==> config.mk <==
export PLATFORM = sky130hd
export DESIGN_NAME = hnrl_slot
export DESIGN_NICKNAME = d
export VERILOG_FILES = /design/src/hdl/hnrl_pkg.sv /design/src/hdl/hnrl_slot.sv
export SDC_FILE = /design/constraint.sdc
export NUM_CORES = 1
export LEC_CHECK = 0
export BUFFER_PORTS_ARGS = -buffer_cell sky130_fd_sc_hd__buf_2
export CAP_MARGIN = 0
export CELL_PAD_IN_SITES_DETAIL_PLACEMENT = 2
export CELL_PAD_IN_SITES_GLOBAL_PLACEMENT = 2
export CORE_AREA = 2 2 165 167
export DETAILED_ROUTE_END_ITERATION = 7
export DIE_AREA = 0 0 167 169
export PLACE_DENSITY = 0.8
export SLEW_MARGIN = 20
export SYNTH_ARGS = -nofsm -noshare
export SYNTH_HDL_FRONTEND = slang
export SYNTH_SLANG_ARGS = --single-unit
==> constraint.sdc <==
create_clock -name i_clk -period 1.1 [get_ports i_clk]
set_input_delay 0.22 -clock i_clk [delete_from_list [all_inputs] [get_ports i_clk]]
set_output_delay 0.22 -clock i_clk [all_outputs]
set_load 0.05 [all_outputs]
==> src/hdl/hnrl_pkg.sv <==
`timescale 1ns / 1ps

package hnrl_pkg;

    // Field and state widths
    localparam int unsigned CHAR_W    = 8;
    localparam int unsigned TIME_W    = 63;
    localparam int unsigned HASH_W    = 32;
    localparam int unsigned CNT_W     = 32;
    localparam int unsigned LEN_W     = 4;
    localparam int unsigned WIN_BYTES = 11;
    localparam int unsigned WIN_W     = WIN_BYTES * CHAR_W;
    localparam int unsigned KW_COUNT  = 12;
    localparam int unsigned ENTRY_W   = HASH_W + TIME_W;

    // FNV-1a constants
    localparam logic [HASH_W-1:0] FNV_BASIS = 32'h811C_9DC5;
    localparam logic [HASH_W-1:0] FNV_PRIME = 32'h0100_0193;

    localparam logic [LEN_W-1:0] LEN_MAX       = 4'd15;
    localparam logic [LEN_W-1:0] LEN_TABLE_MIN = 4'd10;

    localparam logic [CNT_W-1:0] MIN_INTERVAL_RST = 32'd160000;

    typedef enum logic [1:0] {
        OUT_EXECUTED  = 2'd0,
        OUT_THROTTLED = 2'd1,
        OUT_BYPASSED  = 2'd2,
        OUT_EMPTY     = 2'd3
    } t_outcome;

    typedef enum logic [1:0] {
        KIND_EMPTY  = 2'd0,
        KIND_BYPASS = 2'd1,
        KIND_CHECK  = 2'd2
    } t_kind;

    // One finished name on its way to the table
    typedef struct packed {
        t_kind               kind;
        logic [HASH_W-1:0]   hash;
        logic [TIME_W-1:0]   now;
    } t_term;

    typedef struct packed {
        logic                allowed;
        t_outcome            outcome;
        logic [HASH_W-1:0]   hash;
        logic [CNT_W-1:0]    skipped;
        logic [CNT_W-1:0]    executed;
        logic [CNT_W-1:0]    bypassed;
    } t_result;

    // Keywords, right aligned: the last character sits in the low byte,
    // matching the newest byte of the window.
    localparam logic [WIN_W-1:0] KW_TEXT [KW_COUNT] = '{
        "OnUpdate", "OnEvent", "OnLoad", "OnShow", "OnHide", "OnDragStart",
        "OnDragStop", "OnMouseDown", "OnMouseUp", "OnEnter", "OnLeave", "OnClick"
    };
    localparam int unsigned KW_LEN [KW_COUNT] = '{8, 7, 6, 6, 6, 11, 10, 11, 9, 7, 7, 7};

    // True when the window ends with one of the keywords
    function automatic logic kw_hit(input logic [WIN_W-1:0] win);
        logic             hit;
        logic [WIN_W-1:0] mask;
        hit = 1'b0;
        for (int k = 0; k < KW_COUNT; k++) begin
            mask = (WIN_W'(1) << (CHAR_W * KW_LEN[k])) - WIN_W'(1);
            if (((win ^ KW_TEXT[k]) & mask) == '0) begin
                hit = 1'b1;
            end
        end
        return hit;
    endfunction

endpackage

==> src/hdl/hnrl_slot.sv <==
`timescale 1ns / 1ps

module hnrl_slot #(
    parameter int unsigned TABLE_DEPTH = 512
) (
    input  logic                           i_clk,
    input  logic                           i_rst_n,
    input  logic                           i_adv,
    input  logic                           i_term,
    input  hnrl_pkg::t_term                i_term_data,
    output logic [$clog2(TABLE_DEPTH)-1:0] o_rd_addr,
    output logic                           o_valid,
    output hnrl_pkg::t_term                o_data,
    output logic [$clog2(TABLE_DEPTH)-1:0] o_slot
);
    import hnrl_pkg::*;

    localparam int unsigned       ADDR_W     = $clog2(TABLE_DEPTH);
    localparam logic [63:0]       RECIP_FULL = 64'h1_0000_0000 / 64'(TABLE_DEPTH);
    localparam logic [HASH_W-1:0] RECIP      = RECIP_FULL[HASH_W-1:0];
    localparam logic [HASH_W-1:0] DEPTH_W    = HASH_W'(TABLE_DEPTH);

    logic               r_s1_valid, r_s2_valid, r_s3_valid, r_s4_valid;
    t_term              r_s1_data, r_s2_data, r_s3_data, r_s4_data;
    logic [HASH_W-1:0]  r_s2_q;
    logic [HASH_W-1:0]  r_s3_qd;
    logic [ADDR_W-1:0]  r_s4_slot;

    logic [2*HASH_W-1:0] w_prod;
    logic [HASH_W-1:0]   w_qd;
    logic [HASH_W-1:0]   w_rem;
    logic [HASH_W-1:0]   w_fold;

    // Quotient estimate, at most one short of hash / depth
    assign w_prod = {{HASH_W{1'b0}}, r_s1_data.hash} * {{HASH_W{1'b0}}, RECIP};
    assign w_qd   = r_s2_q * DEPTH_W;
    // Remainder below twice the depth: one correction
    assign w_rem  = r_s3_data.hash - r_s3_qd;
    assign w_fold = (w_rem >= DEPTH_W) ? (w_rem - DEPTH_W) : w_rem;

    assign o_rd_addr = w_fold[ADDR_W-1:0];

    // Advance stage valids
    always_ff @(posedge i_clk) begin
        if (!i_rst_n) begin
            r_s1_valid <= 1'b0;
            r_s2_valid <= 1'b0;
            r_s3_valid <= 1'b0;
            r_s4_valid <= 1'b0;
        end else if (i_adv) begin
            r_s1_valid <= i_term;
            r_s2_valid <= r_s1_valid;
            r_s3_valid <= r_s2_valid;
            r_s4_valid <= r_s3_valid;
        end
    end

    // Advance stage payloads
    always_ff @(posedge i_clk) begin
        if (i_adv) begin
            r_s1_data <= i_term_data;
            r_s2_data <= r_s1_data;
            r_s2_q    <= w_prod[2*HASH_W-1:HASH_W];
            r_s3_data <= r_s2_data;
            r_s3_qd   <= w_qd;
            r_s4_data <= r_s3_data;
            r_s4_slot <= w_fold[ADDR_W-1:0];
        end
    end

    assign o_valid = r_s4_valid;
    assign o_data  = r_s4_data;
    assign o_slot  = r_s4_slot;
endmodule

==> results.tsv, run 1 <==
stage	metric	value	unit
outcome	run_status	aborted with a tool error	
outcome	outcome.stop_stage	detailed placement	
outcome	error_line	[ERROR DPL-0033] detailed placement checks failed during check placement.	
placement	place.port_buffers	216	
logic_synthesis	synth.net_count	520	
die	initial_core_util	45.1	%
logic_synthesis	synth-seq-cells	392	
logic_synthesis	netlist_area	11900	µm²
logic_synthesis	proportion_of_netlist_area_held_by_the_largest_area_contributor	97.6	%
logic_synthesis	synth_top_area_cell	edfxtp_1	
die	die_y	169	µm
die	rows	60	
logic_synthesis	post_synth_num_cell_types	6	
logic_synthesis	ys.warnings.count	0	
placement	routabilityCongestion	0.692	
logic_synthesis	post_synth_main_area_contributors	edfxtp_1 98%, buf_4 1.1%, dfxtp_1 0.67%	
logic_synthesis	post_synth_inst_count	419	
die	num_io_pins	217	
logic_synthesis	yosysSeqAreaShare	98.2	%
die	die_span_x	167	µm
logic_synthesis	syn_area_per_cell	28.5	µm²
placement	detailedPlacementHpwl	22.0	mm
-- cells in the mapped netlist, drive strengths merged --
library cell and count:
edfxtp 388, dfxtp 4, mux2i 4, buf 19, nor2b 4
-- logic make-up after synthesis --
logic type             share of synthesized area, %
flip-flops                                     98.2
buffers and inverters                          1.23
multiplexers                                  0.335
AND/OR/NAND/NOR                               0.210
-- through the flow --
| stage | cells | hold WS (ps) | worst slack, ps | cell area (µm²) |
|---|---|---|---|---|
| floorplan | 419 | 319 | 19.5 | 12000 |
| global placement | 991 | 396 | 40.8 | 13700 |
==> run 2: changes to the inputs <==
--- a/config.mk
+++ b/config.mk
@@ -7,12 +7,10 @@
 export LEC_CHECK = 0
 export BUFFER_PORTS_ARGS = -buffer_cell sky130_fd_sc_hd__buf_2
 export CAP_MARGIN = 0
-export CELL_PAD_IN_SITES_DETAIL_PLACEMENT = 2
-export CELL_PAD_IN_SITES_GLOBAL_PLACEMENT = 2
-export CORE_AREA = 2 2 165 167
+export CORE_AREA = 2 2 176 178
 export DETAILED_ROUTE_END_ITERATION = 7
-export DIE_AREA = 0 0 167 169
-export PLACE_DENSITY = 0.8
+export DIE_AREA = 0 0 178 180
+export PLACE_DENSITY_LB_ADDON = 0.15
 export SLEW_MARGIN = 20
 export SYNTH_ARGS = -nofsm -noshare
 export SYNTH_HDL_FRONTEND = slang
==> results.tsv, run 2 <==
stage	metric	value	unit
setup_path	start_kind	flop	
outcome	violated_checks	negative setup slack	
sta	unrepaired_setup_endpoints_after_global_routing	yes	
final_layout	final_layout_size_suffix_gt1_share	38.1	%
logic_synthesis	proportion_of_netlist_area_held_by_the_largest_area_contributor	97.6	%
clock_network	cts_tree	built	
sta	fmax	729	MHz
clock_network	clock_sink_count	392	
logic_synthesis	synth-seq-cells	392	
sta	finClkSkew	10.6	ps
logic_synthesis	synthMostInstantiatedCell	edfxtp_1	
clock_network	clock_tree.root_cell	clkbuf_16	
sta	maxSlewHeadroom	77.7	%
die	core_region_area	30200	µm²
hold_path	timing.hold.worst_endpoint	r_s3_data[6]	
setup_path	worst-r2r-cell-count	2	
setup_path	critical_path_cell_count	1	
grt	grt_start_max_net_pins	30	
sta	fin_crit_sh	125	%
clock_network	clock_path_buffers	3	
grt	first_global_vias	5460	
die	initial_core_util	39.6	%
setup_path	cp_slowest_stage_delay	440	ps
hold_path	min-delay-path-class	in -> reg	
sta	final-hold-violation-count	0	
grt	overflow	0	
clock_network	ctsHtreeMaxLevel	2	
placement	detailedPlacementHpwl	12.0	mm
grt	grt_antenna_before_repair	0	
placement	place.detailed.instances	1051	
placement	place.port_buffers	216	
outcome	run_status	finished with violations	
logic_synthesis	synth.net_count	520	
logic_synthesis	netlist_area	11900	µm²
final_layout	area_growth_syn_to_layout	41.3	%
setup_path	worst-path-buf-inv	1	
detailed_routing	route.vias.total	5129	
setup_path	timing.rr.end	o_data[69]	
logic_synthesis	synth_top_area_cell	edfxtp_1	
sta	final_max_slew_viol_count	0	
clock_network	skew_pair_late_insertion_delay	520	ps
die	die_y	180	µm
logic_synthesis	fraction_of_registers_with_async_set_reset	0	%
logic_synthesis	syn_area_per_cell	28.5	µm²
setup_path	critPathSlowestCell	edfxtp_1	
placement	routabilityCongestion	0.721	
logic_synthesis	post_synth_main_area_contributors	edfxtp_1 98%, buf_4 1.1%, dfxtp_1 0.67%	
detailed_routing	drtAntennaViolNets	0	
sta	post_route_minimum_period	1370	ps
sta	max_slew.worst_pin.slew	334	ps
detailed_routing	firstDrtPassIters	4	
logic_synthesis	number_of_flops_mapped_to_enable_cells_by_yosys	388	
setup_path	critical_path.max_fanout	2	
detailed_routing	wl_met3	1.32	mm
logic_synthesis	post_synth_inst_count	419	
logic_synthesis	post_synth_num_cell_types	6	
hold_path	min-delay-start	i_adv	
die	die-area	32000	µm²
power_and_ir_drop	pwr_density_cell	1970	nW/µm²
setup_path	timing.critical_path.to_type	output pin	
logic_synthesis	yosysSeqAreaShare	98.2	%
detailed_routing	detail_route.wirelength.met1	8.05	mm
detailed_routing	drt-vias-per-instance	4.18	
final_layout	fin_cells	1226	
setup_path	r2r_setup_slack	140	ps
logic_synthesis	ys.warnings.count	0	
final_layout	utilization	55.9	%
sta	layout_setup_ws	-271	ps
grt	globalRouteTotalUtil	11.6	%
setup_path	cp_cell_sequence	buf_6	
setup_path	worstPathArrival	1150	ps
final_layout	nets	902	
detailed_routing	final_routed_wire_length_divided_by_cell_count	15.4	µm
final_layout	diodes	0	
setup_path	crit_family	flip-flops	
sta	tns	-23420	ps
clock_network	cts.clk_slew.worst_paths	60	ps
job	cap_viol_max_count	0	
logic_synthesis	ys_top_cells_by_count	388 x edfxtp_1, 18 x buf_4, 4 x dfxtp_1, 4 x mux2i_1, 4 x nor2b_1	
setup_path	critical_path_class	reg -> out	
die	num_io_pins	217	
detailed_routing	highest_layer	met4	
detailed_routing	initialDrtViolationCount	308	
sta	setup_viol	116	
final_layout	most_frequent_standard_cell_in_the_layout_excluding_fill_and_tap_cells	edfxtp_1	
power_and_ir_drop	leakage	6.27	nW
die	rows	64	
final_layout	layout.cells.most_common_list	388 x edfxtp_1, 116 x buf_6, 100 x dlygate4sd3_1	
detailed_routing	remaining_drc_errors	0	
detailed_routing	detailroute.wirelength.met2	9.07	mm
placement	worst_setup_slack_before_clock_tree_synthesis	27.3	ps
power_and_ir_drop	irDropWorstVdd	1.22	mV
die	die_span_x	178	µm
logic_synthesis	synth_ff_type	edfxtp_1	
setup_path	crit-reg2reg-launch	r_s3_data[69]	
clock_network	tritoncts.num_buffers	41	
detailed_routing	postRouteWirelength	18.8	mm
setup_path	crit_required	880	ps
grt	grt_pass1_wl	28.7	mm
hold_path	holdPathStages	2	
[run 2: cell counts after synthesis]
Identical to the previous run, type by type.
[run 2: layout make-up]
class	instances	area [µm²]
fillers	2303	13300
flip-flops and latches	392	11700
clock inverters	20	224
repair buffers	358	3300
multi-input cells	8	65.1
clock buffers	52	1070
well taps	396	495
[run 2: worst max-delay path by stage]
stage                        from      endpoint
floorplan              o_data[63]     o_slot[0]
global placement            i_adv    o_data[56]
detailed placement          i_adv    o_data[56]
CTS                 r_s3_data[68]  o_rd_addr[5]
global route        r_s3_data[68]  o_rd_addr[5]
finish              r_s3_data[68]  o_rd_addr[5]
[run 2: per-stage QoR]
stage | hold slack, ps | power, W | instance area (µm²)
CTS | 112 | 0.0338 | 16900
finish | 123 | 0.0333 | 16900
global placement | 397 | 0.0199 | 13800
global route | 119 | 0.0346 | 16900
detailed placement | 398 | 0.0199 | 13800
floorplan | 319 | 0.0190 | 12000
[run 2: metal layers]
metal,GRT usage [%],vias to the layer above
met2,18.8,172
met4,3.70,0
li1,-,2440
met3,3.60,32
met1,15.1,2485
met5,0,-
[run 2: cells by family after synthesis]
| group | Yosys count | share of synthesized area (%) |
|---|---|---|
| and+or+nand+nor | 4 | 0.210 |
| DFF | 392 | 98.2 |
| muxes | 4 | 0.335 |
| buffers and inverters | 19 | 1.23 |
[run 2: power by group]
part | switching, W | internal (W)
registers | 0.000327 | 0.0176
logic | 0.00136 | 0.000964
clock network | 0.00524 | 0.00783
[run 2: repair_timing]
action / CTS / global route
resized for setup: 233 / 0
endpoints found under the setup margin: 116 / 116
hold buffers: 100 / 0
buffers inserted: 1 / 2
endpoints found under the hold margin: 102 / 0
Power figures use the tool's default switching activity.
