$ cat src/hdl/hnrl_ram.sv
`timescale 1ns / 1ps

module hnrl_ram #(
    parameter int unsigned WIDTH = 8,
    parameter int unsigned DEPTH = 16
) (
    input  logic                     i_clk,
    input  logic                     i_wr_en,
    input  logic [$clog2(DEPTH)-1:0] i_wr_addr,
    input  logic [WIDTH-1:0]         i_wr_data,
    input  logic                     i_rd_en,
    input  logic [$clog2(DEPTH)-1:0] i_rd_addr,
    output logic [WIDTH-1:0]         o_rd_data
);
    logic [WIDTH-1:0] r_mem [DEPTH];

    // Write port
    always_ff @(posedge i_clk) begin
        if (i_wr_en) begin
            r_mem[i_wr_addr] <= i_wr_data;
        end
    end

    // Registered read, held while not enabled
    always_ff @(posedge i_clk) begin
        if (i_rd_en) begin
            o_rd_data <= r_mem[i_rd_addr];
        end
    end
endmodule

$ cat config.mk
export PLATFORM = sky130hd
export DESIGN_NAME = hnrl_ram
export DESIGN_NICKNAME = d
export VERILOG_FILES = /design/src/hdl/hnrl_ram.sv
export SDC_FILE = /design/constraint.sdc
export NUM_CORES = 1
export LEC_CHECK = 0
export BUFFER_PORTS_ARGS = -buffer_cell sky130_fd_sc_hd__buf_2
export CORE_ASPECT_RATIO = 0.5
export CORE_MARGIN = 3
export CORE_UTILIZATION = 65
export DETAILED_ROUTE_END_ITERATION = 8
export PLACE_DENSITY_LB_ADDON = 0.2
export SLEW_MARGIN = 20
export SYNTH_ARGS = -nofsm -noshare
export SYNTH_HDL_FRONTEND = slang
export SYNTH_SLANG_ARGS = --single-unit
$ cat constraint.sdc
create_clock -name i_clk -period 2.65 [get_ports i_clk]
set_input_delay 0.3975 -clock i_clk [delete_from_list [all_inputs] [get_ports i_clk]]
set_output_delay 0.3975 -clock i_clk [all_outputs]
set_load 0.02 [all_outputs]
### Word level (Yosys, flattened, before mapping)

Memory sizes are Yosys's and may differ from the RTL's. A register that Yosys moved wholly into a read port is not among the register bits.
Index checks and enable logic that the tools add are counted.

| word-level totals | value |
|---|---|
| bits in registers | 0 |
| bits in latches | 0 |
| bits in writable memories | 128 |
| memory bits (read-only) | 0 |
| input port bits | 19 |
| memories | 1 |

| operators by class | value |
|---|---|
| $add $sub $neg | 0 |
| $mul | 0 |
| divide/modulo/power cells | 0 |
| magnitude comparators | 0 |
| equal/unequal tests | 0 |
| shift operators | 0 |
| mux-type cells | 2 |
| bitwise logic cells | 0 |
| reductions and logical operators | 0 |

Memory list:

| memory | words | bits a word | rd ports | clocked after Yosys merged registers in | wr ports | line | text |
|---|---|---|---|---|---|---|---|
| r_mem | 16 | 8 | 1 | 1 | 1 | 15 | `logic [WIDTH-1:0] r_mem [DEPTH];` |

Operator list:

| operator | number |
|---|---|
| 2-to-1 mux 1 bit | 2 |

### Longest topological paths before layout

Gate-level depths: netlist of the first run.

| depth | value |
|---|---|
| depth in word-level cells | 2 |
| mapped depth | 5 |
| mapped depth without buffers | 3 |

### Worst setup path after synthesis of the first run

No wires, ideal clock.

| timing path | value |
|---|---|
| kind | input -> register |
| start | in i_wr_addr[2] |
| end | mem r_mem[0][0], enable pin |
| setup time | 0.383 ns |
| data arrival time | 1.507 ns |
| slack | 0.760 ns |
| stages on the path | 2 |
| path through | or3b_2 > nor3_1 |

RTL lines:

| item | line | text |
|---|---|---|
| start, declared | 9 | `input logic [$clog2(DEPTH)-1:0] i_wr_addr,` |
| end, declared | 15 |  |

No word-level cell before the write port.

==> results by group, run 1 <==
Run status
  – Status: completed

CTS
  – CTS Root Buffer Type: clkbuf_16
  – Post_cts resized: 0
  – Clock-pin slew on the worst setup and hold paths: 50 ps
  – Total CTS buffers: 17
  – Setup Buffers After CTS: 0
  – Clock latency on the worst-skew pair: 410 ps
  – TritonCTS clock tree: done
  – Clk sink count: 136
  – Longest Clk Path Bufs: 2
  – H-tree levels: 4
  – CTS Hold Buffers Added: 0

Final layout
  – Fill count: 349
  – Share of layout cells above drive strength 1: 0.2959
  – Storage element area: 0.004084 mm2
  – Number of diodes: 0
  – Fin nets: 300
  – Multi-input gate area: 0.001057 mm2
  – Area grow syn2layout: 16.32%

Timing
  – Rel. slew slack: 0.4407
  – Fmax achieved: 530.7 MHz
  – Fin crit period: 1884 ps
  – Slew Viols, Final: 0
  – Slew @ Worst Pin: 837.3 ps
  – # setup viols final: 0
  – Fin crit share: 0.7111
  – Setup TNS Final: 0 ps
  – Final worst slack: 765.6 ps
  – RSZ-0062 raised after global routing: no
  – Fin. Hold Viols: 0
  – Clock Skews: 6.246 ps

Critical path
  – CP required: 2790 ps
  – Critical Path Fanout Max: 27
  – Critical path arrival: 2020 ps
  – Worst setup EP type: register
  – Critical path startpoint category: input pin
  – Reg2reg start: r_mem[9][4]
  – CP startpoint: i_rd_addr[0]
  – Crit Path Class: in2reg

Worst hold path
  – Worst Min Path Start: i_rd_en
  – Hold WC Path Type: in2reg

Logic synthesis
  – Top_reg_cell synth: edfxtp_1
  – Register bit total from synthesis: 136
  – EDFF count, synth: 136
  – Syn Area/Cell: 22.83 um2
  – Mapped Cells: 229
  – Asr flop ratio synth: 0
  – Synth cell count leaders: edfxtp_1 (136), mux4_2 (18), a22oi_1 (16)
  – Netlist cell types: 18
  – Sequential share of the synthesized area: 0.7812
  – Largest area contributor in the netlist: edfxtp_1
  – Post-Syn Area: 0.005228 mm2
  – Post-Syn Nets: 248
  – Ranking of synthesized cells by area: edfxtp_1 (78%), mux4_2 (7.8%), mux4_1 (7.0%)
  – Synth top area share: 0.7812
  – Count leader, synth: edfxtp_1
  – YS warnings: 0

Global routing
  – GRT overflow: 0
  – First-pass GRT wire length: 16.24 mm
  – GRT Util Overall: 0.2544
  – Largest net degree at the start of global routing: 33
  – Initial antenna violation count: 0
  – Vias in the first global route: 2595

Detailed routing
  – DR vias/cell: 6.575
  – WL per Instance: 26.69 um
  – Antenna-violating nets left: 0
  – DR pass1 iterations: 4
  – Routed WL: 10.73 mm
  – DRT iter0 DRCs: 379
  – Vias: 2643
  – Drt drc: 0

Power and ir drop
  – Pint: 3.782 mW
  – Combinational Power Share: 0.050
  – Sw Ratio: 0.2060
  – Net Sw Power: 981.4 uW
  – Pwr dens: 783.4 mW/mm2
  – Maximum VDD drop: 0.5479 mV
  – Leakage: 2.062 nW
  – Reg power frac: 0.513
  – Clock power share: 0.437

Floorplanning
  – Total Die Area: 0.009220 mm2
  – Die Y-Extent: 69.42 um
  – Starting Density: 0.6906
  – Site Rows: 22
  – Core ar.: 0.007570 mm2
  – I/O pin count: 27
  – Die Wd: 132.8 um

Place
  – GPL Wtd Cong: 0.7754
  – Port bufs: 26
  – Hpwl dp: 6.046 mm
  – Post-Place Worst Slack: 433.0 ps

Flow run
  – Max_cap viols: 0
[power groups by stage]
| stage | Combinational, mW | Clock, mW | Sequential, mW |
|---|---|---|---|
| floorplan | 0.122 | 0 | 2.49 |
| global placement | 0.225 | 0 | 2.48 |
| detailed placement | 0.233 | 0 | 2.48 |
| CTS | 0.239 | 2.11 | 2.44 |
| global route | 0.255 | 2.21 | 2.44 |
| finish | 0.239 | 2.08 | 2.44 |
[worst max-delay path: stages]
cell and delay, ps:
buf_2 220, buf_12 270, mux4_1 610, a22oi_1 360
nand2_1 150
[layer usage]
layer / GRT usage / part of all wire
met2: 0.3461 / 0.45
met3: 0.09130 / 0.094
met1: 0.3847 / 0.44
met4: 0.09793 / 0.018
met5: 0 / 0
[path summary, 6_finish.rpt]
| kind | slack (ps) | depth (start not counted) | end |
|---|---|---|---|
| hold reg to reg | 780 | 3 | o_rd_data[1] |
| hold / removal | 370 | 1 | o_rd_data[5] |
| setup / recovery | 770 | 5 | o_rd_data[4] |
| setup reg to reg | 950 | 3 | o_rd_data[4] |
[flip-flops by register name, indices dropped and copies added (netlist names)]
register	flops
o_rd_data	8
r_mem	128
[cells in the final DEF (no fill, tap or decap), types with 5 or more instances in the layout]
cell / n
buf_2: 26
mux4_1: 14
clkinv_2: 5
a22oi_1: 16
edfxtp_1: 136
clkbuf_16: 17
buf_4: 15
mux4_2: 18
nor2_1: 13
nand2_1: 9
[stage by stage]
| stage | cells | hold WS (ps) | area (um2) | utilization | power (mW) |
|---|---|---|---|---|---|
| 5_1_grt | 402 | 356.2 | 6081 | 0.8033 | 4.905 |
| 6_report | 402 | 370.0 | 6081 | 0.8033 | 4.764 |
| 3_3_place_gp | 370 | 730.5 | 5559 | 0.7344 | 2.706 |
| 2_1_floorplan | 229 | 496.4 | 5228 | - | 2.613 |
| 4_1_cts | 402 | 350.7 | 6081 | 0.8033 | 4.791 |
| 3_5_place_dp | 370 | 745.4 | 5559 | 0.7344 | 2.716 |
[layout make-up]
type	instances	area share
Multi-Input combinational cell	83	0.1739
Clock buffer	20	0.07181
Sequential cell	136	0.6716
Timing Repair Buffer	43	0.04650
Tap cell	108	0.02222
Clock inverter	12	0.01399
[cells by family (layout without fill, tap and decap cells)]
| family | after synthesis | count (layout) | share of synthesized area |
|---|---|---|---|
| compound gates | 16 | 16 | 0.02298 |
| simple gates | 35 | 35 | 0.03136 |
| buf+inv | 10 | 75 | 0.01651 |
| mux | 32 | 32 | 0.1479 |
| flops | 136 | 136 | 0.7812 |
Note: power is estimated with default switching activity, not from simulation.
==> run 2, diff against run 1 <==
--- a/config.mk
+++ b/config.mk
@@ -8,7 +8,7 @@
 export BUFFER_PORTS_ARGS = -buffer_cell sky130_fd_sc_hd__buf_2
 export CORE_ASPECT_RATIO = 0.5
 export CORE_MARGIN = 3
-export CORE_UTILIZATION = 65
+export CORE_UTILIZATION = 60
 export DETAILED_ROUTE_END_ITERATION = 8
 export PLACE_DENSITY_LB_ADDON = 0.2
 export SLEW_MARGIN = 20
==> constraint.sdc (replaced) <==
create_clock -name i_clk -period 1.8 [get_ports i_clk]
set_input_delay 0.27 -clock i_clk [delete_from_list [all_inputs] [get_ports i_clk]]
set_output_delay 0.27 -clock i_clk [all_outputs]
set_load 0.02 [all_outputs]
==> run 2 against run 1 <==
Clock power rose by 54%. Via count rose by 1.2%. Worst setup slack got worse by 630 ps. Sequential power rose by 47%. Critical path type is now reg2reg. Highest routed layer unchanged.
==> results by group, run 2 (same netlist as run 1, synthesis figures left out) <==
Final layout
  – Largest register FFs: 128
  – Share of layout cells above drive strength 1: 0.3180
  – Fill count: 432
  – Final non-filler cell total: 417
  – Area grow syn2layout: 18.67%
  – Storage element area: 0.004084 mm2
  – Top Registers: r_mem x128, o_rd_data x8
  – Final core utilization: 0.7537
  – Commonest cells after routing, fill and taps aside: edfxtp_1 (136), buf_2 (26), buf_4 (25)
  – Fin nets: 311
  – Multi-input gate area: 0.001057 mm2
  – Commonest non-fill, non-tap cell in the layout: edfxtp_1
  – Top reg by flops: r_mem
  – Number of diodes: 0

Detailed routing
  – WL per Instance: 25.74 um
  – Vias: 2675
  – DR vias/cell: 6.415
  – DR pass1 iterations: 5
  – Antenna-violating nets left: 0
  – DRT iter0 DRCs: 329
  – Routed WL: 10.73 mm
  – Drt drc: 0

Critical path
  – Crit Path Class: reg2reg
  – Crit path cell chain: mux4_2 > a22oi_1 > nand2_1
  – CP required: 1940 ps
  – Worst path max stage delay: 500 ps
  – Register-to-Register Path Depth: 3
  – Reg2reg start: r_mem[3][4]
  – Flop2flop setup slack: 130 ps
  – CP max stage cell: mux4_2
  – Worst setup EP type: register
  – Critical Path Fanout Max: 1
  – Critical path arrival: 1810 ps
  – Reg-to-reg endpoint: o_rd_data[4]
  – Critical path startpoint category: register

Floorplanning
  – Die Y-Extent: 72 um
  – I/O pin count: 27
  – Total Die Area: 0.009936 mm2
  – Site Rows: 23
  – Core ar.: 0.008230 mm2
  – Starting Density: 0.6351
  – Die Wd: 138.0 um

Global routing
  – GRT overflow: 0
  – Routing usage on met1: 0.3367
  – Initial antenna violation count: 0
  – Vias in the first global route: 2763
  – Largest net degree at the start of global routing: 33
  – GRT Util Overall: 0.2358
  – Met3 Use GR: 0.07637
  – Met2 GRT Util: 0.3510
  – GRT Max-Usage Layer: met2
  – First-pass GRT wire length: 16.55 mm

CTS
  – Clock-pin slew on the worst setup and hold paths: 50 ps
  – CTS Root Buffer Type: clkbuf_16
  – Post_cts resized: 0
  – Clock latency on the worst-skew pair: 410 ps
  – CTS Hold Buffers Added: 0
  – H-tree levels: 4
  – TritonCTS clock tree: done
  – Total CTS buffers: 17
  – Setup Buffers After CTS: 0
  – Longest Clk Path Bufs: 2
  – Clk sink count: 136

Power and ir drop
  – Leakage: 2.136 nW
  – Pwr dens: 1154 mW/mm2
  – Overall power: 7.161 mW
  – Maximum VDD drop: 0.7642 mV

Flow run
  – Max_cap viols: 0

Place
  – GPL Wtd Cong: 0.7858
  – Hpwl dp: 6.271 mm
  – Port bufs: 26
  – DP Cell Count: 385
  – Post-Place Worst Slack: -78.96 ps

Run status
  – Status: completed

Worst hold path
  – Hold Path Stages: 1
  – Endpoint, Worst Hold: o_rd_data[2]
  – Worst Min Path Start: i_rd_en
  – Hold WC Path Type: in2reg

Timing
  – Final worst slack: 134.3 ps
  – Setup TNS Final: 0 ps
  – Slew Viols, Final: 0
  – Fin. Hold Viols: 0
  – Fin crit share: 0.9254
  – RSZ-0062 raised after global routing: no
  – Rel. slew slack: 0.7056
  – # setup viols final: 0
  – Fin crit period: 1666 ps
  – Fmax achieved: 600.3 MHz
  – Clock Skews: 6.889 ps
  – Slew @ Worst Pin: 441.6 ps
==> run 2: per-layer routing <==
metal  wire [um]  vias to the layer above
li1            -                     1111
met1        4372                     1340
met2        4981                      202
met3        1161                       22
met4         219                        0
met5           0                        -
==> run 2: power breakdown <==
group / switching, mW / leakage [nW] / internal (mW)
registers: 0.0201 / 1.24 / 3.57
logic: 0.215 / 0.631 / 0.157
clock network: 1.20 / 0.269 / 2.00
==> run 2: critical path, delay by kind of cell, from the launching register on <==
family / cells / cell delay [ps]
compound gates: 1 / 350
flops: 1 / 410
mux: 1 / 500
simple gates: 1 / 140
==> run 2: through the flow <==
| step | hold slack, ps | area [um2] |
|---|---|---|
| after floorplan | 368.9 | 5228 |
| after global placement | 644.3 | 5659 |
| after detailed placement | 648.2 | 5659 |
| after CTS | 219.1 | 6203 |
| after global routing | 230.0 | 6203 |
| final | 234.2 | 6203 |
==> run 2: area by class of cell <==
cell class | count | share of cell area
Clock buffer | 19 | 0.06979
Clock inverter | 13 | 0.01795
Multi-Input combinational cell | 83 | 0.1704
Sequential cell | 136 | 0.6583
Tap cell | 112 | 0.02259
Timing Repair Buffer | 54 | 0.06091
==> run 2: how the worst max path moves through the flow <==
stage / cells after the start / end / slack [ps] / from
after CTS: 3 / o_rd_data[4] / 180 / r_mem[3][4]
after floorplan: 2 / r_mem[0][0] / 40 / i_wr_addr[2]
after global placement: 6 / o_rd_data[7] / -20 / i_rd_addr[0]
final: 3 / o_rd_data[4] / 130 / r_mem[3][4]
after global routing: 3 / o_rd_data[4] / 90 / r_mem[3][4]
after detailed placement: 6 / o_rd_data[7] / -80 / i_rd_addr[0]
==> run 3, diff against run 2 <==
--- a/config.mk
+++ b/config.mk
@@ -5,10 +5,11 @@
 export SDC_FILE = /design/constraint.sdc
 export NUM_CORES = 1
 export LEC_CHECK = 0
+export ABC_AREA = 1
 export BUFFER_PORTS_ARGS = -buffer_cell sky130_fd_sc_hd__buf_2
 export CORE_ASPECT_RATIO = 0.5
 export CORE_MARGIN = 3
-export CORE_UTILIZATION = 60
+export CORE_UTILIZATION = 61
 export DETAILED_ROUTE_END_ITERATION = 8
 export PLACE_DENSITY_LB_ADDON = 0.2
 export SLEW_MARGIN = 20
==> run 3 against run 2 <==
Global-route usage increased by 3.1 points. Sequential power about the same. Routed wire length increased by 27%. Non-clock buffer count decreased by 6. Synthesized cell count increased by 140%. Via count increased by 51%. Register-to-register slack improved by 500 ps. Die area increased by 9.4%. Critical path type is now reg2out. Clock-buffer cell count decreased by 2. Total power increased by 8.4%. Maximum frequency increased by 28%.
==> results by group, run 3 <==
CTS
  – Longest Clk Path Bufs: 2
  – CTS Hold Buffers Added: 0
  – Total CTS buffers: 17
  – Clock latency on the worst-skew pair: 410 ps
  – CTS Root Buffer Type: clkbuf_16
  – H-tree levels: 4
  – Post_cts resized: 0
  – Setup Buffers After CTS: 0
  – Clock-pin slew on the worst setup and hold paths: 60 ps
  – TritonCTS clock tree: done
  – Clk sink count: 136

Final layout
  – Final non-filler cell total: 723
  – Top reg by flops: r_mem
  – Largest register FFs: 128
  – Commonest cells after routing, fill and taps aside: nand2_1 (173), edfxtp_1 (136), inv_1 (100)
  – Commonest non-fill, non-tap cell in the layout: nand2_1
  – Number of diodes: 0
  – Share of layout cells above drive strength 1: 0.1304
  – Area grow syn2layout: 15.94%
  – Fin nets: 613
  – Top Registers: r_mem x128, o_rd_data x8

Detailed routing
  – DR vias/cell: 5.585
  – Vias: 4038
  – Drt drc: 0
  – DR pass1 iterations: 5
  – Routed WL: 13.61 mm
  – Antenna-violating nets left: 0
  – WL per Instance: 18.82 um
  – DRT iter0 DRCs: 572

Timing
  – Fin. Hold Viols: 0
  – Rel. slew slack: 0.5785
  – Clock Skews: 7.669 ps
  – Final hold slack: 235.6 ps
  – Final worst slack: 502.0 ps
  – Fmax achieved: 770.4 MHz
  – Slew @ Worst Pin: 631.3 ps
  – RSZ-0062 raised after global routing: no
  – Fin crit period: 1298 ps
  – # setup viols final: 0
  – Fin crit share: 0.7211
  – Slew Viols, Final: 0
  – Setup TNS Final: 0 ps

Logic synthesis
  – Post-Syn Area: 0.005847 mm2
  – EDFF count, synth: 136
  – Asr flop ratio synth: 0
  – Top_reg_cell synth: edfxtp_1
  – Ranking of synthesized cells by area: edfxtp_1 (70%), nand2_1 (11%), nand3_1 (8.3%)
  – Count leader, synth: nand2_1
  – Syn Area/Cell: 10.61 um2
  – Synth cell count leaders: nand2_1 (173), edfxtp_1 (136), inv_1 (100)
  – Register bit total from synthesis: 136
  – Sequential share of the synthesized area: 0.6985
  – Synth top area share: 0.6985
  – Netlist cell types: 11
  – YS warnings: 0
  – Mapped Cells: 551
  – Post-Syn Nets: 570
  – Largest area contributor in the netlist: edfxtp_1

Critical path
  – Register-to-Register Path Depth: 6
  – Crit path depth: 1
  – Crit path cell chain: buf_2
  – Buf+Inv Stages, Crit Path: 1
  – Reg-to-reg endpoint: o_rd_data[0]
  – Worst setup EP type: output port
  – CP top delay family: flip-flops
  – CP required: 1530 ps
  – Critical path arrival: 1030 ps
  – CP max stage cell: edfxtp_1
  – Critical Path Fanout Max: 1
  – Crit Path Class: reg2out
  – Flop2flop setup slack: 630 ps
  – Reg2reg start: r_mem[1][0]
  – Worst path max stage delay: 430 ps
  – Critical path startpoint category: register

Place
  – GPL Wtd Cong: 0.9584
  – Post-Place Worst Slack: 246.6 ps
  – DP Cell Count: 692
  – Hpwl dp: 8.313 mm
  – Port bufs: 26

Worst hold path
  – Endpoint, Worst Hold: o_rd_data[6]
  – Hold WC Path Type: in2reg
  – Worst Min Path Start: i_rd_en
  – Hold Path Stages: 1

Floorplanning
  – Die Wd: 144.5 um
  – Die Y-Extent: 75.23 um
  – Total Die Area: 0.01087 mm2
  – Starting Density: 0.6490
  – Site Rows: 24
  – I/O pin count: 27
  – Core ar.: 0.009009 mm2

Power and ir drop
  – Leakage: 2.950 nW
  – Pwr dens: 1145 mW/mm2
  – Maximum VDD drop: 0.7186 mV

Flow run
  – Max_cap viols: 0

Global routing
  – Initial antenna violation count: 0
  – GRT overflow: 0
  – GRT Util Overall: 0.2664
  – Largest net degree at the start of global routing: 65
  – First-pass GRT wire length: 20.58 mm
  – Vias in the first global route: 3755

Run status
  – Status: completed
==> run 3: cell count changes in the layout (fill, tap and decap cells not counted), sizes merged, moves of 6 or more <==
| cell | delta |
|---|---|
| inv | +102 |
| nand3 | +96 |
| buf | -6 |
| a22oi | -16 |
| nand2 | +164 |
| mux4 | -32 |
| clkinv | -6 |
==> run 3: per-layer routing <==
metal  track usage  wire [um]  up-vias
met5             0          0        -
met4       0.09411        296        0
met3       0.08820       1497       34
met2        0.3860       5929      228
met1        0.3842       5884     1906
li1              -          -     1870
==> run 3: layout make-up <==
cell class / count / area (um2)
Sequential cell: 136 / 4084
Timing Repair Buffer: 48 / 320.3
Fill cell: 578 / 2230
Clock inverter: 14 / 206.4
Multi-Input combinational cell: 289 / 1214
Clock buffer: 17 / 425.4
Tap cell: 117 / 146.4
Inverter: 102 / 382.9
==> run 3: worst max-delay path by stage <==
stage | start | to | slack, ps
after global placement | i_rd_addr[1] | o_rd_data[6] | 290
final | o_rd_data[6] | o_rd_data[6] | 500
after CTS | o_rd_data[3] | o_rd_data[3] | 500
after global routing | o_rd_data[6] | o_rd_data[6] | 480
after detailed placement | i_rd_addr[1] | o_rd_data[1] | 250
after floorplan | i_wr_addr[2] | r_mem[10][0] | 580
==> run 3: where the power goes <==
part           internal, mW  switching [mW]
Clock                  2.43            1.28
Sequential             3.57          0.0236
Combinational         0.128           0.333
Total                  6.13            1.63
==> run 3: stage by stage <==
step	instance area (um2)	utilization	power, mW
2_1_floorplan	5847	-	3.920
3_3_place_gp	6147	0.6824	4.097
3_5_place_dp	6147	0.6824	4.104
4_1_cts	6779	0.7525	7.775
5_1_grt	6779	0.7525	7.964
6_report	6779	0.7525	7.763
==> run 3: logic make-up (layout without fill, tap and decap cells) <==
group                  Yosys count  in the layout  synth area share
buffers and inverters          126            181           0.09394
flip-flops                     136            136            0.6985
AND/OR/NAND/NOR                289            289            0.2076
