File: config.mk
export PLATFORM = sky130hd
export DESIGN_NAME = hnrl_name
export DESIGN_NICKNAME = d
export VERILOG_FILES = /design/src/hdl/hnrl_pkg.sv /design/src/hdl/hnrl_name.sv
export SDC_FILE = /design/constraint.sdc
export NUM_CORES = 1
export LEC_CHECK = 0
export ABC_AREA = 0
export ABC_CLOCK_PERIOD_IN_PS = 15500
export BUFFER_PORTS_ARGS = -buffer_cell sky130_fd_sc_hd__buf_4
export CAP_MARGIN = 10
export CORE_ASPECT_RATIO = 0.6
export CORE_MARGIN = 5
export CORE_UTILIZATION = 58
export DETAILED_ROUTE_END_ITERATION = 10
export PLACE_DENSITY = 0.83
export SYNTH_ARGS = -nofsm -noshare
export SYNTH_HDL_FRONTEND = slang
export SYNTH_SLANG_ARGS = --single-unit
export TNS_END_PERCENT = 1
File: constraint.sdc
create_clock -name i_clk -period 15.5 [get_ports i_clk]
set_input_delay 0.775 -clock i_clk [delete_from_list [all_inputs] [get_ports i_clk]]
set_output_delay 0.775 -clock i_clk [all_outputs]
set_load 0.01 [all_outputs]
File: src/hdl/hnrl_pkg.sv
`timescale 1ns / 1ps

package hnrl_pkg;

    // Field and state widths
    localparam int unsigned CHAR_W    = 8;
    localparam int unsigned TIME_W    = 63;
    localparam int unsigned HASH_W    = 32;
    localparam int unsigned CNT_W     = 32;
    localparam int unsigned LEN_W     = 4;
    localparam int unsigned WIN_BYTES = 11;
    localparam int unsigned WIN_W     = WIN_BYTES * CHAR_W;
    localparam int unsigned KW_COUNT  = 12;
    localparam int unsigned ENTRY_W   = HASH_W + TIME_W;

    // FNV-1a constants
    localparam logic [HASH_W-1:0] FNV_BASIS = 32'h811C_9DC5;
    localparam logic [HASH_W-1:0] FNV_PRIME = 32'h0100_0193;

    localparam logic [LEN_W-1:0] LEN_MAX       = 4'd15;
    localparam logic [LEN_W-1:0] LEN_TABLE_MIN = 4'd10;

    localparam logic [CNT_W-1:0] MIN_INTERVAL_RST = 32'd160000;

    typedef enum logic [1:0] {
        OUT_EXECUTED  = 2'd0,
        OUT_THROTTLED = 2'd1,
        OUT_BYPASSED  = 2'd2,
        OUT_EMPTY     = 2'd3
    } t_outcome;

    typedef enum logic [1:0] {
        KIND_EMPTY  = 2'd0,
        KIND_BYPASS = 2'd1,
        KIND_CHECK  = 2'd2
    } t_kind;

    // One finished name on its way to the table
    typedef struct packed {
        t_kind               kind;
        logic [HASH_W-1:0]   hash;
        logic [TIME_W-1:0]   now;
    } t_term;

    typedef struct packed {
        logic                allowed;
        t_outcome            outcome;
        logic [HASH_W-1:0]   hash;
        logic [CNT_W-1:0]    skipped;
        logic [CNT_W-1:0]    executed;
        logic [CNT_W-1:0]    bypassed;
    } t_result;

    // Keywords, right aligned: the last character sits in the low byte,
    // matching the newest byte of the window.
    localparam logic [WIN_W-1:0] KW_TEXT [KW_COUNT] = '{
        "OnUpdate", "OnEvent", "OnLoad", "OnShow", "OnHide", "OnDragStart",
        "OnDragStop", "OnMouseDown", "OnMouseUp", "OnEnter", "OnLeave", "OnClick"
    };
    localparam int unsigned KW_LEN [KW_COUNT] = '{8, 7, 6, 6, 6, 11, 10, 11, 9, 7, 7, 7};

    // True when the window ends with one of the keywords
    function automatic logic kw_hit(input logic [WIN_W-1:0] win);
        logic             hit;
        logic [WIN_W-1:0] mask;
        hit = 1'b0;
        for (int k = 0; k < KW_COUNT; k++) begin
            mask = (WIN_W'(1) << (CHAR_W * KW_LEN[k])) - WIN_W'(1);
            if (((win ^ KW_TEXT[k]) & mask) == '0) begin
                hit = 1'b1;
            end
        end
        return hit;
    endfunction

endpackage

File: src/hdl/hnrl_name.sv
`timescale 1ns / 1ps

module hnrl_name (
    input  logic                        i_clk,
    input  logic                        i_rst_n,
    input  logic                        i_accept,
    input  logic [hnrl_pkg::CHAR_W-1:0] i_char,
    input  logic [hnrl_pkg::TIME_W-1:0] i_now,
    output logic                        o_term,
    output hnrl_pkg::t_term             o_term_data
);
    import hnrl_pkg::*;

    logic [HASH_W-1:0] r_hash;
    logic [LEN_W-1:0]  r_len;
    logic [WIN_W-1:0]  r_window;
    logic              r_kw;

    logic              w_char_nz;
    logic [HASH_W-1:0] n_hash;
    logic [WIN_W-1:0]  n_window;

    assign w_char_nz = (i_char != '0);
    assign n_hash    = (r_hash ^ HASH_W'(i_char)) * FNV_PRIME;
    assign n_window  = {r_window[WIN_W-CHAR_W-1:0], i_char};

    // Fold bytes into the name state; clear it on the terminator
    always_ff @(posedge i_clk) begin
        if (!i_rst_n) begin
            r_hash   <= FNV_BASIS;
            r_len    <= '0;
            r_window <= '0;
            r_kw     <= 1'b0;
        end else if (i_accept) begin
            if (w_char_nz) begin
                r_hash   <= n_hash;
                r_len    <= (r_len == LEN_MAX) ? r_len : r_len + LEN_W'(1);
                r_window <= n_window;
                r_kw     <= r_kw | kw_hit(n_window);
            end else begin
                r_hash   <= FNV_BASIS;
                r_len    <= '0;
                r_window <= '0;
                r_kw     <= 1'b0;
            end
        end
    end

    // Classify the finished name
    assign o_term = i_accept && !w_char_nz;

    always_comb begin
        o_term_data.hash = r_hash;
        o_term_data.now  = i_now;
        if (r_len == '0) begin
            o_term_data.kind = KIND_EMPTY;
        end else if (r_kw || (r_len < LEN_TABLE_MIN)) begin
            o_term_data.kind = KIND_BYPASS;
        end else begin
            o_term_data.kind = KIND_CHECK;
        end
    end
endmodule

### Yosys cells after proc, flatten, opt, wreduce, memory -nomap -nowiden

Index checks and enable logic that the tools add are counted.

* input bits: 74
* output and inout bits: 98
* logic and storage cells: 63
* flip-flop bits (word level): 117

* $mul: 1
* $lt $le $gt $ge: 1
* bitwise gates (word level): 14
* multiplexer cells: 22
* add/subtract/negate cells: 1
* eq/ne operators: 2
* reduce and logical (&&, ||, !) cells: 18

Operators by type and width (number)
* $logic_not 88->1: 12
* $not 41->41: 2
* $mux 80: 1
* $not 31->31: 2
* $not 30->30: 2
* $not 29->29: 2
* $not 53->53: 1
* $not 43->43: 1
* $mul 32x25->32 const B: 1
* $mux 32: 1
* $xor 32x8->32: 1
* $not 25->25: 1
* $not 23->23: 1
* $mux 1: 16
* $mux 4: 2
* $reduce_bool 8->1: 1
* $add 4x1->4 const B: 1
* $eq 4x4->1 const B: 1
* $logic_not 4->1: 1
* $lt 4x4->1 const B: 1
* $mux 2: 2
* $ne 2x2->1 const B: 1
* $reduce_and 2->1: 1
* $logic_and 1x1->1: 1
* other kinds (3): 3

### Depth between registers and ports, before layout

Gate-level depths: netlist of run 1.

* word-level depth: 19
* mapped depth: 21

### Worst setup path before layout of run 1

Ideal clock, no wire load.

* path kind: input -> register
* start: in i_char[6] (netlist bit)
* end: reg r_hash[31]
* slack: 9.935 ns
* data arrival time: 5.493 ns
* buffers on the path: 0
* cell stages on the path: 20
* path through: xor2_1 -> ha_1 -> ha_1 -> fa_1 -> ha_1 -> fa_1 -> ha_1 -> inv_1 -> fa_1 -> inv_1 -> ha_1 -> and4_1 -> nand4_1 -> nand2b_1 -> o22a_1 -> a311oi_1 -> a31oi_1 -> o21ai_1 -> xnor2_1 -> a2bb2oi_1

* word-level cells in the longest chain between the ends: 3
* elaborated cells between the ends (all ways): 4

Ends and longest elaborated chain
* start: declaration: RTL line hnrl_name.sv:7 `input logic [hnrl_pkg::CHAR_W-1:0] i_char,`
* $xor 32x8->32: RTL line hnrl_name.sv:24 `assign n_hash = (r_hash ^ HASH_W'(i_char)) * FNV_PRIME;`
* $mul 32x25->32: RTL line hnrl_name.sv:24
* $mux 32 *: RTL line hnrl_name.sv:35 `if (w_char_nz) begin`
* end signal: assignment: RTL line hnrl_name.sv:36 `r_hash <= n_hash;`
* end: declaration: RTL line hnrl_name.sv:14 `logic [HASH_W-1:0] r_hash;`

Mark *: on every way between the ends. The rest lies on a longest branch, timed or not.
A chain may end at the register's enable or synchronous reset.

### Worst setup path in the final report of run 1

Same ends and word-level chain as after synthesis.

==> results of run 1 <==
## layout make-up
type | instances | area [um2]
well taps | 266 | 332.8
flip-flops and latches | 117 | 2342
inverters | 172 | 645.6
multi-input cells | 916 | 7885
clock buffers | 18 | 439.2
clock inverters | 14 | 142.6
repair buffers | 49 | 367.9
fillers | 1612 | 7119
## tightest hold or removal path: cells and delay by family (launching register included)
kind | cells | cell delay (ps)
compound gates | 1 | 70
simple gates | 1 | 60
flops | 1 | 300
## worst max-delay path by stage
stage / to / slack, ps / cells past startpoint
finish: r_hash[31] / 9430 / 21
global route: r_hash[31] / 9100 / 21
CTS: r_hash[31] / 9520 / 21
detailed placement: r_hash[31] / 9160 / 21
global placement: r_hash[31] / 9210 / 21
floorplan: r_hash[31] / 9940 / 20
## cells in the final DEF (no fill, tap or decap), types with 11 or more instances in the layout
cell,instances
sky130_fd_sc_hd__xnor2_1,32
sky130_fd_sc_hd__a21boi_1,35
sky130_fd_sc_hd__fa_1,74
sky130_fd_sc_hd__nor3_1,16
sky130_fd_sc_hd__nor2b_1,16
sky130_fd_sc_hd__o21ai_1,12
sky130_fd_sc_hd__ha_1,187
sky130_fd_sc_hd__o21ai_0,14
sky130_fd_sc_hd__dfxtp_1,117
sky130_fd_sc_hd__nor3b_1,11
sky130_fd_sc_hd__clkbuf_16,17
sky130_fd_sc_hd__nand4_1,18
sky130_fd_sc_hd__a21o_1,20
sky130_fd_sc_hd__nand3_1,97
sky130_fd_sc_hd__a21oi_1,28
sky130_fd_sc_hd__xor2_1,16
sky130_fd_sc_hd__buf_4,49
sky130_fd_sc_hd__nand2_1,115
sky130_fd_sc_hd__and3_1,12
sky130_fd_sc_hd__inv_1,170
sky130_fd_sc_hd__a21boi_0,45
sky130_fd_sc_hd__nor2_1,34
## sequential cells by signal, summed over array words and instances, names as in the netlist
name,count
r_hash,32
r_kw,1
r_len,4
r_window,80
## per-layer routing
metal  routed length [um]  vias up  track usage
met5                   13        -            0
met4                  518        2      0.06189
met3                 4193       60       0.1146
met2                11820      513       0.3596
met1                14870     4506       0.4424
li1                     -     4343            -
## cells in the mapped netlist (18+ instances only)
master / instances / share of area
sky130_fd_sc_hd__dfxtp_1: 117 / 0.20
sky130_fd_sc_hd__buf_4: 63 / 0.041
sky130_fd_sc_hd__inv_1: 171 / 0.056
sky130_fd_sc_hd__nand4_1: 18 / 0.0098
sky130_fd_sc_hd__a21boi_1: 35 / 0.023
sky130_fd_sc_hd__a21oi_1: 28 / 0.012
sky130_fd_sc_hd__nand3_1: 98 / 0.043
sky130_fd_sc_hd__xnor2_1: 32 / 0.024
sky130_fd_sc_hd__a21boi_0: 45 / 0.029
sky130_fd_sc_hd__nand2_1: 115 / 0.037
sky130_fd_sc_hd__clkbuf_1: 41 / 0.013
sky130_fd_sc_hd__fa_1: 74 / 0.13
sky130_fd_sc_hd__a21o_1: 20 / 0.013
sky130_fd_sc_hd__nor2_1: 34 / 0.011
sky130_fd_sc_hd__ha_1: 187 / 0.20
## cell families (layout without fill, tap and decap cells)
kind of cell    after synthesis  after routing  synth area share
buf+inv                     286            253            0.1138
fa+ha+maj                   261            261            0.3315
compound gates              201            201            0.1214
mux                          10             10          0.008685
flops                       117            117            0.2032
simple gates                396            396            0.1850
xor+xnor                     48             48           0.03647
## per-stage QoR
stage	area, um2	hold slack (ps)	setup WS (ps)
3_5_place_dp	11570	461.9	9164
6_report	12160	473.7	9432
4_1_cts	12160	470.9	9525
3_3_place_gp	11570	457.7	9209
2_1_floorplan	11530	444.8	9935
5_1_grt	12160	498.0	9102
==> results_dict.tcl, run 1 <==
set metrics [dict create \
    synth_edf_count 0 \
    synth_cell_type_count 66 \
    yosys_most_used_dff "sky130_fd_sc_hd__dfxtp_1" \
    htree_num_levels 4 \
    initial_utilization 0.5980 \
    drt-total-wl_um 31420 \
    cts_tree "yes" \
    startpoint_of_the_worst_slack_reg_to_reg_timing_path "r_hash[6]" \
    post_route_cells_drive_above_1_share 0.07154 \
    io_pins 172 \
    first_global_vias 9180 \
    drt.antenna.violating_nets 0 \
    category_of_cells_accounting_for_the_largest_share_of_critical_path_delay "adder cells" \
    maximum_operating_frequency_mhz 164.8 \
    synth_nets 1654 \
    timing_hold_violations_final 0 \
    synthCells 1319 \
    numPortBuffers 45 \
    totalNegativeSetupSlack_ps 0 \
    start_kind "input pin" \
    worst_setup_path_startpoint "i_char[6]" \
    routedWlPerCell_um 20.24 \
    postCtsSetupBuffers 0 \
    cp_cell_sequence "buf_4 > xor2_1 > ha_1 > ha_1 > fa_1 > ha_1 > fa_1 > ha_1 > inv_1 > fa_1 > inv_1 > ha_1 > and4_1 > nand4_1 > nand2b_1 > o22a_1 > a311oi_1 > a31oi_1 > o21ai_1 > xnor2_1 > a2bb2oi_1" \
    dieArea_um2 22880 \
    cts_root_cell "sky130_fd_sc_hd__clkbuf_16" \
    place.detailed.hpwl_um 24000 \
    hold-path-endpoint "r_window[77]" \
    synth.avg_cell_area_um2 8.738 \
    finalMaxSlewViolations 0 \
    grt_remaining_overflow 0 \
    crit_fanout 6 \
    holdBufCountCts 0 \
    yosys_warnings 0 \
    ctsResizeCount 0 \
    dpl.cell_count 1520 \
    drc_violations_left 0 \
    largest_net_degree_at_the_start_of_global_routing 97 \
    outcome "finished clean" \
    final_setup_violation_count 0 \
    initial_detailed_routing_violation_count 930 \
    cp_data_arrival_time_ps 6420 \
    r2r_slack_ps 9520 \
    timing.critical_path.mode_cell "sky130_fd_sc_hd__ha_1" \
    tritoncts.num_buffers 17 \
    die_width_um 192.0 \
    clock_latency_ps 430 \
    min_path_type "reg -> reg" \
    worst_clock_skew_ps 13.24 \
    mappedNetlistArea_um2 11530 \
    slew_hr 0.2821 \
    async_reset_ff_frac 0 \
    final_net_count 1608 \
    globalRouteTotalUtil 0.2835 \
    cp_num_buf_inv 3 \
    clkTransAtPathRegs_ps 60 \
    required_ps 15850 \
    wire_length_of_the_first_global_routing_pass_um 50970 \
    area_growth_pct 5.460 \
    fp.coreArea_um2 19270 \
    finish.utilization 0.6306 \
    detailedRoute.firstPassIterationCount 5 \
    vias_per_cell 6.072 \
    std_cell_rows 39 \
    detailroute.via_count 9424 \
    timing.hold.worst_path_depth 2 \
    synth-seq-cells 117 \
    rsz_0062_raised_after_global_routing "no" \
    clock_path_buffers 2 \
    final.period_utilization 0.3915 \
    antenna_cells 0 \
    gp_congestion 1.023 \
    worst_r2r_endpoint "r_hash[31]" \
    critical_path.slowest_cell "sky130_fd_sc_hd__xor2_1" \
    rr_worst_depth 20 \
    cpPeakStageDelay_ps 620 \
    path_class "in -> reg" \
    type_of_destination_of_the_critical_path "register" \
    clkSinkCount 117 \
    cap_viol_max_count 0 \
    ys_seq_area_frac 0.2032 \
    timing.hold.worst.start "r_window[77]" \
    tightestPinTransition_ps 1075 \
    final_cell_count_no_fill 1552 \
    grt_antenna_before_repair 1 \
    die_h_um 119.2 \
    layout_min_cycle_time_ps 6068 \
]
Power of run 1 is left out: the tool's default activity adds up to more than one toggle a clock period on the data nets, which glitch-free logic cannot reach.
==> run 2, diff against run 1 <==
--- a/config.mk
+++ b/config.mk
@@ -6,14 +6,14 @@
 export NUM_CORES = 1
 export LEC_CHECK = 0
 export ABC_AREA = 0
-export ABC_CLOCK_PERIOD_IN_PS = 15500
+export ABC_CLOCK_PERIOD_IN_PS = 5300
 export BUFFER_PORTS_ARGS = -buffer_cell sky130_fd_sc_hd__buf_4
 export CAP_MARGIN = 10
 export CORE_ASPECT_RATIO = 0.6
 export CORE_MARGIN = 5
-export CORE_UTILIZATION = 58
+export CORE_UTILIZATION = 54
 export DETAILED_ROUTE_END_ITERATION = 10
-export PLACE_DENSITY = 0.83
+export PLACE_DENSITY = 0.81
 export SYNTH_ARGS = -nofsm -noshare
 export SYNTH_HDL_FRONTEND = slang
 export SYNTH_SLANG_ARGS = --single-unit
==> constraint.sdc (replaced) <==
create_clock -name i_clk -period 5.3 [get_ports i_clk]
set_input_delay 0.265 -clock i_clk [delete_from_list [all_inputs] [get_ports i_clk]]
set_output_delay 0.265 -clock i_clk [all_outputs]
set_load 0.01 [all_outputs]
==> results_dict.tcl, run 2 (same netlist as run 1, synthesis figures left out) <==
set metrics [dict create \
    die_width_um 198.6 \
    gp_congestion 0.9629 \
    cp_data_arrival_time_ps 5560 \
    cp_cell_sequence "xor2_4 > ha_1 > ha_1 > fa_1 > ha_2 > fa_1 > ha_1 > inv_1 > fa_1 > inv_2 > ha_4 > and4_4 > nand4_1 > nand2b_1 > o22a_1 > a311oi_2 > a31oi_2 > xor2_1 > o2bb2ai_1 > and2_1" \
    initial_detailed_routing_violation_count 837 \
    tritoncts.num_buffers 17 \
    layout_min_cycle_time_ps 5249 \
    die_h_um 123.2 \
    post-route-worst-setup-slack_ps 50.79 \
    outcome "finished clean" \
    antenna_cells 0 \
    critical_path.slowest_cell "sky130_fd_sc_hd__fa_1" \
    first_global_vias 9242 \
    path_class "reg -> reg" \
    cpPeakStageDelay_ps 540 \
    timing_hold_violations_final 0 \
    slew_hr 0.1917 \
    max_flop_register "r_window" \
    rsz_0062_raised_after_global_routing "yes" \
    multi_input_area_um2 8215 \
    largest_register_ff_count 80 \
    dieArea_um2 24460 \
    required_ps 5610 \
    routedWlPerCell_um 20.05 \
    crit_fanout 4 \
    grt_remaining_overflow 0 \
    min_path_type "in -> reg" \
    grt.met3_usage 0.08606 \
    clock_latency_ps 420 \
    tightestPinTransition_ps 1210 \
    type_of_destination_of_the_critical_path "register" \
    final_setup_violation_count 0 \
    wire_length_of_the_first_global_routing_pass_um 51250 \
    drt-total-wl_um 32520 \
    worst_hold_slack_ps 233.3 \
    finalMaxSlewViolations 0 \
    detailedRoute.firstPassIterationCount 5 \
    grt_antenna_before_repair 1 \
    htree_num_levels 4 \
    globalRouteTotalUtil 0.2688 \
    biggestRegsByFlops "r_window: 80 flops, r_hash: 32 flops, r_len: 4 flops" \
    cap_viol_max_count 0 \
    final_net_count 1665 \
    clock_path_buffers 2 \
    cts_tree "yes" \
    worst_clock_skew_ps 13.48 \
    clkSinkCount 117 \
    post_route_cells_drive_above_1_share 0.1512 \
    cts_root_cell "sky130_fd_sc_hd__clkbuf_16" \
    drt.antenna.violating_nets 0 \
    finish.utilization 0.6193 \
    global_route.usage.met1 0.4314 \
    grt-busiest-layer "met1" \
    most_common_cell_after_layout_fill_and_taps_aside "sky130_fd_sc_hd__ha_1" \
    initial_utilization 0.5493 \
    maximum_operating_frequency_mhz 190.5 \
    place.detailed.hpwl_um 24570 \
    layout.filler_cells 1729 \
    grt_met2_use 0.3432 \
    start_kind "register" \
    fp.coreArea_um2 20980 \
    clkTransAtPathRegs_ps 60 \
    vias_per_cell 5.953 \
    std_cell_rows 41 \
    totalNegativeSetupSlack_ps 0 \
    cp_num_buf_inv 2 \
    area_growth_pct 12.73 \
    detailroute.via_count 9655 \
    io_pins 172 \
    final.period_utilization 0.9904 \
    category_of_cells_accounting_for_the_largest_share_of_critical_path_delay "adder cells" \
    detailedPlace.worstSlack_ps -225.6 \
    numPortBuffers 45 \
    regArea_um2 2376 \
    largest_net_degree_at_the_start_of_global_routing 80 \
    final_cell_mix "sky130_fd_sc_hd__ha_1 (171), sky130_fd_sc_hd__inv_1 (169), sky130_fd_sc_hd__nand2_1 (115)" \
    drc_violations_left 0 \
]
==> run 2: layout make-up <==
class | count | share of cell area
clock inverters | 14 | 0.01348
multi-input cells | 916 | 0.6323
inverters | 172 | 0.04969
flip-flops and latches | 117 | 0.1829
repair buffers | 106 | 0.06182
well taps | 279 | 0.02687
clock buffers | 18 | 0.03303
==> run 2: metrics by stage <==
stage | cell area [um2] | instances
6_report | 12990 | 1622
5_1_grt | 12990 | 1622
4_1_cts | 12660 | 1616
3_5_place_dp | 11970 | 1583
3_3_place_gp | 11970 | 1583
2_1_floorplan | 11530 | 1319
==> run 2: worst paths after layout <==
path                start      endpoint  slack [ps]  cells past startpoint
min             i_char[0]   r_window[0]         230                      3
max reg2reg     r_hash[6]    r_hash[29]          50                     20
max             r_hash[6]    r_hash[29]          50                     20
min reg2reg  r_window[75]  r_window[75]         480                      2
==> run 2: timing repair <==
| action | in CTS | in global routing |
|---|---|---|
| gates resized for setup | 13 | 57 |
| pin swaps | 3 | 24 |
| setup endpoints to repair | 7 | 13 |
| buffers inserted | 1 | 6 |
| hold buffers | 0 | 0 |
==> run 2: tightest hold or removal path, cell delays in order <==
cell and delay [ps]:
sky130_fd_sc_hd__buf_4 150, sky130_fd_sc_hd__nand2_1 100, sky130_fd_sc_hd__a21boi_0 80
==> run 2: routing by layer <==
layer  part of all wire  up-vias  wire length [um]
met5            0.00040        -                13
met4              0.016        2               509
met3               0.12       44              3939
met2               0.37      478             12190
met1               0.49     4691             15870
li1                   -     4440                 -
Power of run 2 is left out for the same reason.
==> run 3, diff against run 2 <==
--- a/config.mk
+++ b/config.mk
@@ -13,7 +13,7 @@
 export CORE_MARGIN = 5
 export CORE_UTILIZATION = 54
 export DETAILED_ROUTE_END_ITERATION = 10
-export PLACE_DENSITY = 0.81
+export PLACE_DENSITY = 0.87
 export SYNTH_ARGS = -nofsm -noshare
 export SYNTH_HDL_FRONTEND = slang
 export SYNTH_SLANG_ARGS = --single-unit
==> results_dict.tcl, run 3 (same netlist as run 1, synthesis figures left out) <==
set metrics [dict create \
    outcome "finished clean" \
    detailroute.via_count 9805 \
    category_of_cells_accounting_for_the_largest_share_of_critical_path_delay "adder cells" \
    tightestPinTransition_ps 979.1 \
    slew_hr 0.3473 \
    clkSinkCount 117 \
    timing_hold_violations_final 0 \
    worst_clock_skew_ps 14.57 \
    worst_hold_slack_ps 243.9 \
    detailedRoute.firstPassIterationCount 6 \
    globalRouteTotalUtil 0.2678 \
    die_h_um 123.2 \
    type_of_destination_of_the_critical_path "register" \
    timing.hold.worst_path_depth 3 \
    post_route_cells_drive_above_1_share 0.1605 \
    final_setup_violation_count 0 \
    clkTransAtPathRegs_ps 60 \
    antenna_cells 0 \
    final_cell_mix "sky130_fd_sc_hd__inv_1 (170), sky130_fd_sc_hd__ha_1 (166), sky130_fd_sc_hd__nand2_1 (115)" \
    drt-total-wl_um 33320 \
    hold-path-endpoint "r_window[0]" \
    cp_data_arrival_time_ps 5650 \
    largest_register_ff_count 80 \
    gp_congestion 0.9793 \
    crit_fanout 4 \
    cts_tree "yes" \
    routedWlPerCell_um 20.43 \
    place.detailed.hpwl_um 24660 \
    holdBufCountCts 0 \
    drc_violations_left 0 \
    finish.instance_area_um2 13160 \
    most_common_cell_after_layout_fill_and_taps_aside "sky130_fd_sc_hd__inv_1" \
    layout_min_cycle_time_ps 5275 \
    r2r_slack_ps 30 \
    std_cell_rows 41 \
    clock_latency_ps 430 \
    timing.critical_path.mode_cell "sky130_fd_sc_hd__ha_1" \
    totalNegativeSetupSlack_ps 0 \
    timing.hold.worst.start "i_char[0]" \
    grt_remaining_overflow 0 \
    worst_r2r_endpoint "r_hash[17]" \
    cp_cell_sequence "xor2_4 > buf_4 > buf_4 > ha_1 > ha_1 > ha_1 > fa_1 > ha_1 > inv_1 > fa_1 > inv_1 > ha_4 > nand2_1 > a211o_1 > a21oi_1 > o21ai_1 > a21boi_1 > o21ai_1 > a21oi_1 > mux2i_2 > a31o_1" \
    htree_num_levels 4 \
    first_global_vias 9439 \
    clock_path_buffers 2 \
    cpPeakStageDelay_ps 480 \
    postPlaceCellArea_um2 12020 \
    start_kind "register" \
    required_ps 5670 \
    critical_path.slowest_cell "sky130_fd_sc_hd__fa_1" \
    maximum_operating_frequency_mhz 189.6 \
    final_net_count 1674 \
    cts_root_cell "sky130_fd_sc_hd__clkbuf_16" \
    biggestRegsByFlops "r_window: 80 flops, r_hash: 32 flops, r_len: 4 flops" \
    area_growth_pct 14.19 \
    fp.coreArea_um2 20980 \
    dieArea_um2 24460 \
    vias_per_cell 6.012 \
    largest_net_degree_at_the_start_of_global_routing 110 \
    max_flop_register "r_window" \
    initial_utilization 0.5493 \
    cap_viol_max_count 0 \
    final.period_utilization 0.9952 \
    cp_num_buf_inv 4 \
    rr_worst_depth 21 \
    initial_detailed_routing_violation_count 1078 \
    io_pins 172 \
    path_class "reg -> reg" \
    die_width_um 198.6 \
    min_path_type "in -> reg" \
    startpoint_of_the_worst_slack_reg_to_reg_timing_path "r_hash[3]" \
    drt.antenna.violating_nets 0 \
    wire_length_of_the_first_global_routing_pass_um 51240 \
    tritoncts.num_buffers 17 \
    numPortBuffers 45 \
    grt_antenna_before_repair 0 \
    finalMaxSlewViolations 0 \
]
==> run 3: cell count changes in the layout (fill, tap and decap cells not counted), sizes merged <==
cell	previous run	this run
buf	106	115
bufinv	3	2
clkbuf	18	17
clkinvlp	3	2
inv	175	178
==> run 3: worst register-to-register path, stage by stage (launching register included) <==
cell	delay [ps]
sky130_fd_sc_hd__dfxtp_4	410
sky130_fd_sc_hd__xor2_4	240
sky130_fd_sc_hd__buf_4	150
sky130_fd_sc_hd__buf_4	140
sky130_fd_sc_hd__ha_1	240
sky130_fd_sc_hd__ha_1	240
sky130_fd_sc_hd__ha_1	210
sky130_fd_sc_hd__fa_1	460
sky130_fd_sc_hd__ha_1	350
sky130_fd_sc_hd__inv_1	80
sky130_fd_sc_hd__fa_1	480
sky130_fd_sc_hd__inv_1	60
sky130_fd_sc_hd__ha_4	290
sky130_fd_sc_hd__nand2_1	70
sky130_fd_sc_hd__a211o_1	290
sky130_fd_sc_hd__a21oi_1	220
sky130_fd_sc_hd__o21ai_1	160
sky130_fd_sc_hd__a21boi_1	260
sky130_fd_sc_hd__o21ai_1	140
sky130_fd_sc_hd__a21oi_1	250
sky130_fd_sc_hd__mux2i_2	350
sky130_fd_sc_hd__a31o_1	140
==> run 3: area by class of cell <==
class	instances	area, um2
Multi-Input combinational cell	916	8322
Fill cell	1671	7820
Sequential cell	117	2367
Timing Repair Buffer	115	879.6
Inverter	172	648.1
Clock buffer	17	425.4
Tap cell	279	349.1
Clock inverter	15	170.2
==> run 3: layer usage <==
metal / wire (um) / up-vias / GRT usage
li1: - / 4474 / -
met1: 15170 / 4718 / 0.4095
met4: 553 / 0 / 0.05850
met3: 4124 / 60 / 0.08715
met5: 0 / - / 0
met2: 13470 / 553 / 0.3646
==> run 3: stage by stage <==
stage	std cells	setup slack, ps	utilization
floorplan	1319	95.16	-
global placement	1590	-44.21	0.5728
detailed placement	1590	-195.3	0.5728
CTS	1622	14.40	0.6034
global route	1631	-96.23	0.6273
finish	1631	25.29	0.6273
==> run 3: what timing repair did <==
| action | in CTS | in global routing |
|---|---|---|
| gates resized for setup | 8 | 65 |
| endpoints found under the setup margin | 6 | 13 |
| pin swaps | 0 | 31 |
| buffers inserted | 0 | 9 |
==> run 3: worst max path at each step <==
| stage | end | start | cells after the start | slack [ps] |
|---|---|---|---|---|
| 2_1_floorplan | r_hash[31] | r_hash[6] | 20 | 100 |
| 3_3_place_gp | r_hash[23] | i_char[3] | 21 | -40 |
| 3_5_place_dp | r_hash[23] | i_char[3] | 21 | -200 |
| 4_1_cts | r_hash[28] | r_hash[2] | 19 | 10 |
| 5_1_grt | r_hash[17] | r_hash[3] | 21 | -100 |
| 6_report | r_hash[17] | r_hash[3] | 21 | 30 |
Power of run 3 is left out for the same reason.
